[src/rtl/core/assert_macros.svh]
// Assertion macros shared by the translation table RTL.
`ifndef ASSERT_MACROS_SVH
`define ASSERT_MACROS_SVH

// Property checked on every rising clock edge outside reset.
`define ARTT_ASSERT(label, prop, msg) \
    label: assert property (@(posedge i_clk) disable iff (!i_rst_n) prop) else $error(msg);

// Condition that must never be true outside reset.
`define ARTT_NEVER(label, cond, msg) \
    label: assert property (@(posedge i_clk) disable iff (!i_rst_n) !(cond)) else $error(msg);

`endif

[src/rtl/core/artt_pkg.sv]
// Package with the request kinds, status codes and control types of the translation table.
`timescale 1ns / 1ps

package artt_pkg;

    localparam int ADDR_W   = 64;
    localparam int FUNC_W   = 2;
    localparam int STATUS_W = 3;

    typedef enum logic [FUNC_W-1:0] {
        FN_ADD    = 2'd0,
        FN_REMOVE = 2'd1,
        FN_LOOKUP = 2'd2,
        FN_CLEAR  = 2'd3
    } t_func;

    typedef enum logic [STATUS_W-1:0] {
        ST_OK        = 3'd0,
        ST_DUP       = 3'd1,
        ST_NOT_FOUND = 3'd2,
        ST_FULL      = 3'd3,
        ST_MISS      = 3'd4
    } t_status;

    // Update commands from the sequencer to the entry table.
    typedef struct packed {
        logic wr_en;    // write an entry and mark it valid
        logic clr_one;  // drop the valid bit of one entry
        logic clr_all;  // drop every valid bit
    } t_tbl_ctl;

endpackage

[src/rtl/core/artt_table.sv]
// Entry storage: region memories with a registered read port and per-entry valid bits.
`timescale 1ns / 1ps

module artt_table #(
    parameter int ENTRIES = 16,
    parameter int IDX_W   = 4
) (
    input  logic                        i_clk,
    input  logic                        i_rst_n,
    input  artt_pkg::t_tbl_ctl          i_ctl,
    input  logic [IDX_W-1:0]            i_waddr,
    input  logic [artt_pkg::ADDR_W-1:0] i_wr_base,
    input  logic [artt_pkg::ADDR_W-1:0] i_wr_host,
    input  logic [artt_pkg::ADDR_W-1:0] i_wr_len,
    input  logic [IDX_W-1:0]            i_raddr,
    output logic                        o_rd_valid,
    output logic [artt_pkg::ADDR_W-1:0] o_rd_base,
    output logic [artt_pkg::ADDR_W-1:0] o_rd_host,
    output logic [artt_pkg::ADDR_W-1:0] o_rd_len
);

    logic [artt_pkg::ADDR_W-1:0] r_mem_base [ENTRIES];
    logic [artt_pkg::ADDR_W-1:0] r_mem_host [ENTRIES];
    logic [artt_pkg::ADDR_W-1:0] r_mem_len  [ENTRIES];
    logic [ENTRIES-1:0]          r_valid;

    always_ff @(posedge i_clk) begin
        if (i_ctl.wr_en) begin
            r_mem_base[i_waddr] <= i_wr_base;
            r_mem_host[i_waddr] <= i_wr_host;
            r_mem_len[i_waddr]  <= i_wr_len;
        end
        o_rd_base <= r_mem_base[i_raddr];
        o_rd_host <= r_mem_host[i_raddr];
        o_rd_len  <= r_mem_len[i_raddr];
    end

    always_ff @(posedge i_clk) begin
        if (!i_rst_n) begin
            r_valid    <= '0;
            o_rd_valid <= 1'b0;
        end else begin
            o_rd_valid <= r_valid[i_raddr];
            if (i_ctl.clr_all) begin
                r_valid <= '0;
            end else if (i_ctl.wr_en) begin
                r_valid[i_waddr] <= 1'b1;
            end else if (i_ctl.clr_one) begin
                r_valid[i_waddr] <= 1'b0;
            end
        end
    end

endmodule

[src/rtl/core/artt_alu.sv]
// Shared 64-bit add/subtract unit with carry and zero flags.
`timescale 1ns / 1ps

module artt_alu (
    input  logic [artt_pkg::ADDR_W-1:0] i_a,
    input  logic [artt_pkg::ADDR_W-1:0] i_b,
    input  logic                        i_sub,
    output logic [artt_pkg::ADDR_W-1:0] o_sum,
    output logic                        o_carry,
    output logic                        o_zero
);

    logic [artt_pkg::ADDR_W-1:0] w_b;

    // For a subtract, carry out set means a >= b.
    assign w_b = i_sub ? ~i_b : i_b;
    assign {o_carry, o_sum} = {1'b0, i_a} + {1'b0, w_b}
                            + {{artt_pkg::ADDR_W{1'b0}}, i_sub};
    assign o_zero = (o_sum == '0);

endmodule

[src/rtl/core/artt_ctrl.sv]
// Sequencer that scans the entries through the shared unit and forms each result.
`timescale 1ns / 1ps

`include "assert_macros.svh"

module artt_ctrl #(
    parameter int ENTRIES = 16,
    parameter int IDX_W   = 4
) (
    input  logic                        i_clk,
    input  logic                        i_rst_n,
    input  logic                        i_req_valid,
    output logic                        o_req_ready,
    input  artt_pkg::t_func             i_func,
    input  logic [artt_pkg::ADDR_W-1:0] i_guest_addr,
    input  logic [artt_pkg::ADDR_W-1:0] i_host_base,
    input  logic [artt_pkg::ADDR_W-1:0] i_region_size,
    output artt_pkg::t_tbl_ctl          o_tbl_ctl,
    output logic [IDX_W-1:0]            o_waddr,
    output logic [artt_pkg::ADDR_W-1:0] o_wr_base,
    output logic [artt_pkg::ADDR_W-1:0] o_wr_host,
    output logic [artt_pkg::ADDR_W-1:0] o_wr_len,
    output logic [IDX_W-1:0]            o_raddr,
    input  logic                        i_rd_valid,
    input  logic [artt_pkg::ADDR_W-1:0] i_rd_base,
    input  logic [artt_pkg::ADDR_W-1:0] i_rd_host,
    input  logic [artt_pkg::ADDR_W-1:0] i_rd_len,
    output logic [artt_pkg::ADDR_W-1:0] o_alu_a,
    output logic [artt_pkg::ADDR_W-1:0] o_alu_b,
    output logic                        o_alu_sub,
    input  logic [artt_pkg::ADDR_W-1:0] i_alu_sum,
    input  logic                        i_alu_carry,
    input  logic                        i_alu_zero,
    input  logic                        i_out_full,
    output logic                        o_push,
    output artt_pkg::t_status           o_status,
    output logic [artt_pkg::ADDR_W-1:0] o_host_addr
);

    typedef enum logic [7:0] {
        S_IDLE = 8'b0000_0001,
        S_CMPA = 8'b0000_0010,
        S_CMPB = 8'b0000_0100,
        S_DEC  = 8'b0000_1000,
        S_L1   = 8'b0001_0000,
        S_L2   = 8'b0010_0000,
        S_L3   = 8'b0100_0000,
        S_DONE = 8'b1000_0000
    } t_state;

    t_state                      r_state, n_state;
    logic [IDX_W-1:0]            r_idx;
    artt_pkg::t_func             r_func;
    logic [artt_pkg::ADDR_W-1:0] r_addr, r_host, r_size;
    logic [artt_pkg::ADDR_W-1:0] r_diff, r_tmp;
    logic                        r_cand, r_eq;
    logic                        r_found, r_free_found, r_have_best, r_best_exact;
    logic [IDX_W-1:0]            r_match_idx, r_free_idx;
    logic [artt_pkg::ADDR_W-1:0] r_best_diff, r_best_base, r_best_host, r_best_len;
    artt_pkg::t_status           r_status;
    logic [artt_pkg::ADDR_W-1:0] r_res_host;
    logic                        w_accept, w_last, w_take;

    assign o_req_ready = (r_state == S_IDLE) && i_rst_n;
    assign w_accept    = i_req_valid && o_req_ready;
    assign w_last      = (r_idx == IDX_W'(ENTRIES - 1));
    // A lookup candidate replaces the best one when its base is closer below the address.
    assign w_take      = (r_func == artt_pkg::FN_LOOKUP) && r_cand
                      && (!r_have_best || !i_alu_carry);

    // The read address runs one entry ahead during the second step of each entry but the last.
    always_comb begin
        o_raddr = r_idx;
        if (r_state == S_IDLE) begin
            o_raddr = '0;
        end else if (r_state == S_CMPB && !w_last) begin
            o_raddr = r_idx + IDX_W'(1);
        end
    end

    always_comb begin
        o_alu_a   = r_addr;
        o_alu_b   = i_rd_base;
        o_alu_sub = 1'b1;
        unique case (r_state)
            S_CMPB: begin
                o_alu_a = r_diff;
                o_alu_b = r_best_diff;
            end
            S_L1: begin
                o_alu_a   = r_best_base;
                o_alu_b   = r_best_len;
                o_alu_sub = 1'b0;
            end
            S_L2: begin
                o_alu_b = r_tmp;
            end
            S_L3: begin
                o_alu_a   = r_best_host;
                o_alu_b   = r_best_diff;
                o_alu_sub = 1'b0;
            end
            default: begin
                o_alu_a = r_addr;
            end
        endcase
    end

    always_comb begin
        n_state = r_state;
        unique case (r_state)
            S_IDLE: begin
                if (w_accept) begin
                    n_state = (i_func == artt_pkg::FN_CLEAR) ? S_DEC : S_CMPA;
                end
            end
            S_CMPA: n_state = S_CMPB;
            S_CMPB: n_state = w_last ? S_DEC : S_CMPA;
            S_DEC: begin
                if (r_func == artt_pkg::FN_LOOKUP && r_have_best) begin
                    n_state = r_best_exact ? S_L3 : S_L1;
                end else begin
                    n_state = S_DONE;
                end
            end
            S_L1: n_state = S_L2;
            S_L2: n_state = i_alu_carry ? S_DONE : S_L3;
            S_L3: n_state = S_DONE;
            S_DONE: begin
                if (!i_out_full) begin
                    n_state = S_IDLE;
                end
            end
            default: n_state = S_IDLE;
        endcase
    end

    always_comb begin
        o_tbl_ctl = '0;
        o_waddr   = r_match_idx;
        if (r_state == S_DEC) begin
            unique case (r_func)
                artt_pkg::FN_ADD: begin
                    o_waddr         = r_free_idx;
                    o_tbl_ctl.wr_en = !r_found && r_free_found;
                end
                artt_pkg::FN_REMOVE: o_tbl_ctl.clr_one = r_found;
                artt_pkg::FN_CLEAR:  o_tbl_ctl.clr_all = 1'b1;
                default:             o_tbl_ctl = '0;
            endcase
        end
    end

    always_ff @(posedge i_clk) begin
        if (!i_rst_n) begin
            r_state <= S_IDLE;
            r_idx   <= '0;
        end else begin
            r_state <= n_state;
            if (r_state == S_CMPB) begin
                r_idx <= w_last ? '0 : r_idx + IDX_W'(1);
            end
        end
    end

    always_ff @(posedge i_clk) begin
        unique case (r_state)
            S_IDLE: begin
                if (w_accept) begin
                    r_func       <= i_func;
                    r_addr       <= i_guest_addr;
                    r_host       <= i_host_base;
                    r_size       <= i_region_size;
                    r_found      <= 1'b0;
                    r_free_found <= 1'b0;
                    r_have_best  <= 1'b0;
                    r_res_host   <= '0;
                end
            end
            S_CMPA: begin
                r_diff <= i_alu_sum;
                r_cand <= i_rd_valid && i_alu_carry;
                r_eq   <= i_alu_zero;
                if (i_rd_valid && i_alu_zero && !r_found) begin
                    r_found     <= 1'b1;
                    r_match_idx <= r_idx;
                end
                if (!i_rd_valid && !r_free_found) begin
                    r_free_found <= 1'b1;
                    r_free_idx   <= r_idx;
                end
            end
            S_CMPB: begin
                if (w_take) begin
                    r_have_best  <= 1'b1;
                    r_best_exact <= r_eq;
                    r_best_diff  <= r_diff;
                    r_best_base  <= i_rd_base;
                    r_best_host  <= i_rd_host;
                    r_best_len   <= i_rd_len;
                end
            end
            S_DEC: begin
                unique case (r_func)
                    artt_pkg::FN_ADD: begin
                        if (r_found) begin
                            r_status <= artt_pkg::ST_DUP;
                        end else if (r_free_found) begin
                            r_status <= artt_pkg::ST_OK;
                        end else begin
                            r_status <= artt_pkg::ST_FULL;
                        end
                    end
                    artt_pkg::FN_REMOVE: begin
                        r_status <= r_found ? artt_pkg::ST_OK : artt_pkg::ST_NOT_FOUND;
                    end
                    artt_pkg::FN_LOOKUP: r_status <= artt_pkg::ST_MISS;
                    default:             r_status <= artt_pkg::ST_OK;
                endcase
            end
            S_L1: r_tmp <= i_alu_sum;
            S_L3: begin
                r_status   <= artt_pkg::ST_OK;
                r_res_host <= i_alu_sum;
            end
            default: begin
                r_tmp <= r_tmp;
            end
        endcase
    end

    assign o_wr_base   = r_addr;
    assign o_wr_host   = r_host;
    assign o_wr_len    = r_size;
    assign o_push      = (r_state == S_DONE) && !i_out_full;
    assign o_status    = r_status;
    assign o_host_addr = r_res_host;

    `ARTT_ASSERT(a_accept_starts, (r_state == S_IDLE && i_req_valid) |=> (r_state == S_CMPA || r_state == S_DEC), "accepted request did not start")
    `ARTT_ASSERT(a_idx_range, int'(r_idx) < ENTRIES, "scan index beyond the table")
    `ARTT_NEVER(a_no_dup_write, o_tbl_ctl.wr_en && r_found, "entry written over a duplicate base")
    `ARTT_ASSERT(a_scan_order, (r_state == S_CMPB) |-> ($past(r_state) == S_CMPA), "second scan step out of order")

endmodule

[src/rtl/core/address_range_translation_table_top.sv]
// Top level of the guest-to-host address range translation table.
`timescale 1ns / 1ps

`include "assert_macros.svh"

// Channel  Dir  Handshake                     Payload
// s_axis   in   s_axis_tvalid/s_axis_tready   tuser: func; tdata: guest_addr, host_base,
//                                             region_size
// m_axis   out  m_axis_tvalid/m_axis_tready   tuser: status; tdata: host_addr
//
// An add, remove or lookup scans every entry through one shared 64-bit adder, in the
// compare steps S_CMPA and S_CMPB for each entry; a clear skips the scan.
// The synchronous active-low reset clears all valid bits and the control state at once.
// The result register lets the next request be accepted while a result waits; a held
// result stalls the sequencer only when the following result is ready.

module address_range_translation_table_top #(
    parameter int ENTRIES = 16
) (
    input  logic         i_clk,
    input  logic         i_rst_n,
    input  logic         s_axis_tvalid,
    output logic         s_axis_tready,
    input  logic [191:0] s_axis_tdata,  // guest_addr [63:0], host_base [127:64],
                                        // region_size [191:128]
    input  logic [1:0]   s_axis_tuser,  // func [1:0]
    output logic         m_axis_tvalid,
    input  logic         m_axis_tready,
    output logic [63:0]  m_axis_tdata,  // host_addr [63:0]
    output logic [2:0]   m_axis_tuser   // status [2:0]
);

    localparam int IDX_W = (ENTRIES > 1) ? $clog2(ENTRIES) : 1;

    artt_pkg::t_tbl_ctl          w_tbl_ctl;
    logic [IDX_W-1:0]            w_waddr, w_raddr;
    logic [artt_pkg::ADDR_W-1:0] w_wr_base, w_wr_host, w_wr_len;
    logic                        w_rd_valid;
    logic [artt_pkg::ADDR_W-1:0] w_rd_base, w_rd_host, w_rd_len;
    logic [artt_pkg::ADDR_W-1:0] w_alu_a, w_alu_b, w_alu_sum;
    logic                        w_alu_sub, w_alu_carry, w_alu_zero;
    logic                        w_out_full, w_push;
    artt_pkg::t_status           w_status;
    logic [artt_pkg::ADDR_W-1:0] w_host_addr;
    logic                        r_out_valid;
    logic [artt_pkg::STATUS_W-1:0] r_out_status;
    logic [artt_pkg::ADDR_W-1:0] r_out_host;

    artt_ctrl #(
        .ENTRIES(ENTRIES),
        .IDX_W  (IDX_W)
    ) u_ctrl (
        .i_clk        (i_clk),
        .i_rst_n      (i_rst_n),
        .i_req_valid  (s_axis_tvalid),
        .o_req_ready  (s_axis_tready),
        .i_func       (artt_pkg::t_func'(s_axis_tuser)),
        .i_guest_addr (s_axis_tdata[63:0]),
        .i_host_base  (s_axis_tdata[127:64]),
        .i_region_size(s_axis_tdata[191:128]),
        .o_tbl_ctl    (w_tbl_ctl),
        .o_waddr      (w_waddr),
        .o_wr_base    (w_wr_base),
        .o_wr_host    (w_wr_host),
        .o_wr_len     (w_wr_len),
        .o_raddr      (w_raddr),
        .i_rd_valid   (w_rd_valid),
        .i_rd_base    (w_rd_base),
        .i_rd_host    (w_rd_host),
        .i_rd_len     (w_rd_len),
        .o_alu_a      (w_alu_a),
        .o_alu_b      (w_alu_b),
        .o_alu_sub    (w_alu_sub),
        .i_alu_sum    (w_alu_sum),
        .i_alu_carry  (w_alu_carry),
        .i_alu_zero   (w_alu_zero),
        .i_out_full   (w_out_full),
        .o_push       (w_push),
        .o_status     (w_status),
        .o_host_addr  (w_host_addr)
    );

    artt_table #(
        .ENTRIES(ENTRIES),
        .IDX_W  (IDX_W)
    ) u_table (
        .i_clk     (i_clk),
        .i_rst_n   (i_rst_n),
        .i_ctl     (w_tbl_ctl),
        .i_waddr   (w_waddr),
        .i_wr_base (w_wr_base),
        .i_wr_host (w_wr_host),
        .i_wr_len  (w_wr_len),
        .i_raddr   (w_raddr),
        .o_rd_valid(w_rd_valid),
        .o_rd_base (w_rd_base),
        .o_rd_host (w_rd_host),
        .o_rd_len  (w_rd_len)
    );

    artt_alu u_alu (
        .i_a    (w_alu_a),
        .i_b    (w_alu_b),
        .i_sub  (w_alu_sub),
        .o_sum  (w_alu_sum),
        .o_carry(w_alu_carry),
        .o_zero (w_alu_zero)
    );

    // The result register is free when empty or when its result leaves this cycle.
    assign w_out_full = r_out_valid && !m_axis_tready;

    always_ff @(posedge i_clk) begin
        if (!i_rst_n) begin
            r_out_valid <= 1'b0;
        end else if (w_push) begin
            r_out_valid <= 1'b1;
        end else if (m_axis_tready) begin
            r_out_valid <= 1'b0;
        end
    end

    always_ff @(posedge i_clk) begin
        if (w_push) begin
            r_out_status <= w_status;
            r_out_host   <= w_host_addr;
        end
    end

    assign m_axis_tvalid = r_out_valid;
    assign m_axis_tdata  = r_out_host;
    assign m_axis_tuser  = r_out_status;

    `ARTT_ASSERT(a_miss_zero, (m_axis_tvalid && m_axis_tuser != artt_pkg::ST_OK) |-> (m_axis_tdata == '0), "non-hit result carries an address")
    `ARTT_NEVER(a_no_overwrite, r_out_valid && !m_axis_tready && w_push, "held result overwritten")
    `ARTT_NEVER(a_busy_not_ready, s_axis_tready && w_push, "result pushed while idle")

endmodule
[config.mk]
export PLATFORM = sky130hd
export DESIGN_NAME = address_range_translation_table_top
export DESIGN_NICKNAME = d
export VERILOG_FILES = /design/src/rtl/core/artt_pkg.sv /design/src/rtl/core/artt_table.sv /design/src/rtl/core/artt_alu.sv /design/src/rtl/core/artt_ctrl.sv /design/src/rtl/core/address_range_translation_table_top.sv
export VERILOG_INCLUDE_DIRS = /design/src /design/src/rtl/core
export SDC_FILE = /design/constraint.sdc
export NUM_CORES = 2
export LEC_CHECK = 0
export BUFFER_PORTS_ARGS = -buffer_cell sky130_fd_sc_hd__buf_4
export CAP_MARGIN = 10
export CORE_UTILIZATION = 50
export DETAILED_ROUTE_END_ITERATION = 16
export PLACE_DENSITY = 0.76
export SLEW_MARGIN = 20
export SYNTH_ARGS = -nofsm -noshare
export SYNTH_HDL_FRONTEND = slang
export SYNTH_HIERARCHICAL = 1
export SYNTH_SLANG_ARGS = --single-unit
[constraint.sdc]
create_clock -name i_clk -period 17.8 [get_ports i_clk]
set_input_delay 5.34 -clock i_clk [delete_from_list [all_inputs] [get_ports i_clk]]
set_output_delay 5.34 -clock i_clk [all_outputs]
set_load 0.1 [all_outputs]
==> results_dict.tcl <==
set metrics [dict create \
    synth_largest_area_cell "edfxtp_1" \
    path_clk_slew_ns 0.06 \
    syn-num-nets 7361 \
    route.detailed.wl_per_inst_um 34.3 \
    finalWeightedCongestion 0.996 \
    fin_area_um2 170000 \
    htreeDepth 5 \
    setup.worst_path.class "in -> out" \
    hold-worst-slack_ns 0.368 \
    holdPathStages 0 \
    nets 7768 \
    postCtsSetupBuffers 0 \
    synth_sequential_area_ratio 0.788 \
    worst_ir_drop_vdd_mv 0.0899 \
    critical_path.max_fanout 8 \
    layout.core_utilization 0.567 \
    floorplan.die.width_um 551 \
    detailedRoute.firstPassIterationCount 8 \
    post_cts_resize_count 0 \
    final.setup.worst_slack_ns 6.06 \
    yosys_register_bits 4020 \
    holdCritPathClass "reg -> reg" \
    die_y_um 551 \
    first_iter_violations 11200 \
    design.die.area_um2 303000 \
    netlist_area_um2 150000 \
    timing.critical_path.slowest_stage_cell "buf_4" \
    numPortBuffers 266 \
    grt-ovfl-total 0 \
    final_hold_viol_count 0 \
    critical-path-top-cell-by-count "buf_4" \
    area.growth.synth_to_final_pct 13.0 \
    crit_path_max_incr_delay_ns 0.36 \
    cap_viol_max_count 0 \
    clock_tree_buf_depth 4 \
    max_slew.worst_pin.slew_ns 1.14 \
    leakage_nw 52.8 \
    via_count_of_the_first_global_routing_pass 76300 \
    power-per-cell-area_nw_per_um2 115 \
    yosys.cell_types.count 102 \
    post_dp_cell_area_um2 157000 \
    fp-row-count 201 \
    finalCriticalPeriod_ns 11.74 \
    cts-buffers-inserted 386 \
    clock_sink_count 4020 \
    synth_async_sr_flop_share 0 \
    netlist_top_cells_area "edfxtp_1 (76%), mux4_2 (12%), dfxtp_1 (3.0%), a22oi_1 (2.1%), a221o_1 (0.81%)" \
    route.detailed.vias_per_inst 6.50 \
    post_synth_edffs 3798 \
    timing.final.crit_share 0.659 \
    largest_net_degree_at_the_start_of_global_routing 149 \
    synth_area_per_cell_um2 21.2 \
    grt_util_all_layers 0.265 \
    placeableCoreArea_um2 300000 \
    yosysWarningCount 6 \
    postRouteWirelength_um 405000 \
    hold_buffer_count_at_cts 0 \
    worstSetupStartpointType "input port" \
    drc_errors 0 \
    initial_utilization 0.502 \
    via_count 76800 \
    max-slew-margin-rel 0.241 \
    io-pin-count 267 \
    hpwlAfterDp_um 226000 \
    grt_antenna_before_repair 48 \
    worst_path_arrival_time_ns 6.40 \
    layout_top_registers "u_table/r_mem_base x1024, u_table/r_mem_host x1024, u_table/r_mem_len x1024" \
    clock_tree_from_tritoncts "done" \
    number_of_cells_on_the_worst_reg_to_reg_path 22 \
    grt_pass1_wl_um 568000 \
    worst_skew_pair.late_latency_ns 0.98 \
    yosys.area.top_type_share 0.758 \
    detailedPlace.worstSlack_ns 6.04 \
    grt_setup_unrepaired "false" \
    cts.root.buffer_cell "clkbuf_16" \
    clock-skew-final_ns 0.0818 \
    timing.critical_path.cells "buf_4, inv_1, nor2_1, buf_4" \
    required_ns 12.46 \
    route.antenna.remaining_nets 0 \
    fmaxAchievable_mhz 85.2 \
    status "complete, no violations" \
    ys_dominant_reg_cell "edfxtp_1" \
    finalSetupTns_ns 0 \
    report.final.slew_viol_count 0 \
    postSynthCellCount 7092 \
    drive_gt1_frac 0.235 \
    critical_path.endpoint_type "output port" \
    setup_viol 0 \
]
==> layer usage <==
metal,global-route usage,up-vias,wire length (µm)
met3,0.0491,833,45200
met2,0.423,5430,193000
met5,0,-,132
li1,-,30500,-
met4,0.114,18,19000
met1,0.361,40000,148000
==> synthesized netlist by cell type (7+ instances only) <==
library cell,instances
o221a_2,11
mux2i_1,7
mux4_2,770
nand2_1,263
a31oi_1,7
ha_1,70
nor3_1,26
dfxtp_1,222
a21oi_1,109
buf_4,14
o21bai_1,13
o21a_1,13
nand4_1,26
buf_6,26
o21ai_0,74
inv_1,38
o21ai_1,9
edfxtp_1,3798
buf_1,40
o22ai_1,90
a22oi_1,419
nor2b_1,17
a211oi_1,7
nand2b_1,13
a221o_1,121
nand3_1,19
buf_2,106
o211ai_1,10
clkbuf_1,177
nor2_1,218
xor2_1,91
a21o_1,12
nor4_1,8
and3_1,10
and2_1,75
or2_2,9
xnor2_1,28
or3_1,12
==> power by group <==
part	switching [W]	internal (W)
clock	0.00355	0.00473
sequential	0.000201	0.0105
combinational	0.000365	0.000150
==> stage by stage <==
stage,total power [W],instances
global route,0.0200,11800
CTS,0.0196,11800
global placement,0.0114,11100
finish,0.0195,11800
floorplan,0.0111,7092
detailed placement,0.0114,11100
==> layout by cell type, fill, tap and decap left out, types with 50 or more instances in the layout <==
master,count
clkbuf_8,51
o21ai_0,73
buf_4,365
o22ai_1,90
and2_1,74
nor2_1,215
edfxtp_1,3798
clkinv_1,50
dfxtp_1,222
clkinv_2,65
xor2_1,91
nand2_1,260
a221o_1,121
clkbuf_1,88
mux4_2,770
a22oi_1,419
ha_1,70
a21oi_1,108
clkbuf_16,390
==> cell type report <==
class                      count  area [µm²]
fill                       20900      130000
sequential                  4020      118000
multi-input combinational   2670       30200
clock buffer                 529       10800
tap                         3958        4950
timing repair buffer         382        3070
clock inverter               190        2130
inverter                      39         278
antenna                       15        37.5
==> final timing paths <==
kind,from,endpoint,slack (ns)
setup / recovery,i_rst_n,s_axis_tready,6.06
hold / removal,u_table/o_rd_len[9],u_ctrl/r_best_len[9],0.37
setup reg to reg,u_ctrl/r_state[4],u_ctrl/r_match_idx[0],8.41
hold reg to reg,u_table/o_rd_len[9],u_ctrl/r_best_len[9],0.37
==> worst max-delay path, delay by kind of cell <==
family,cells,cell delay [ns]
AND/OR/NAND/NOR,1,0.34
buffers and inverters,3,0.70
==> kinds of logic (layout without fill, tap and decap cells) <==
kind of cell / Yosys count / in the layout / share of synthesized area
DFF: 4020 / 4020 / 0.788
AOI/OAI and AO/OA: 958 / 958 / 0.0474
muxes: 783 / 783 / 0.116
and+or+nand+nor: 739 / 739 / 0.0232
buffers and inverters: 402 / 1140 / 0.0126
xor gates and xnor gates: 119 / 119 / 0.00693
adders and majority gates: 71 / 71 / 0.00596
other: 0 / 15 / 0
Note: power is estimated with default switching activity, not from simulation.
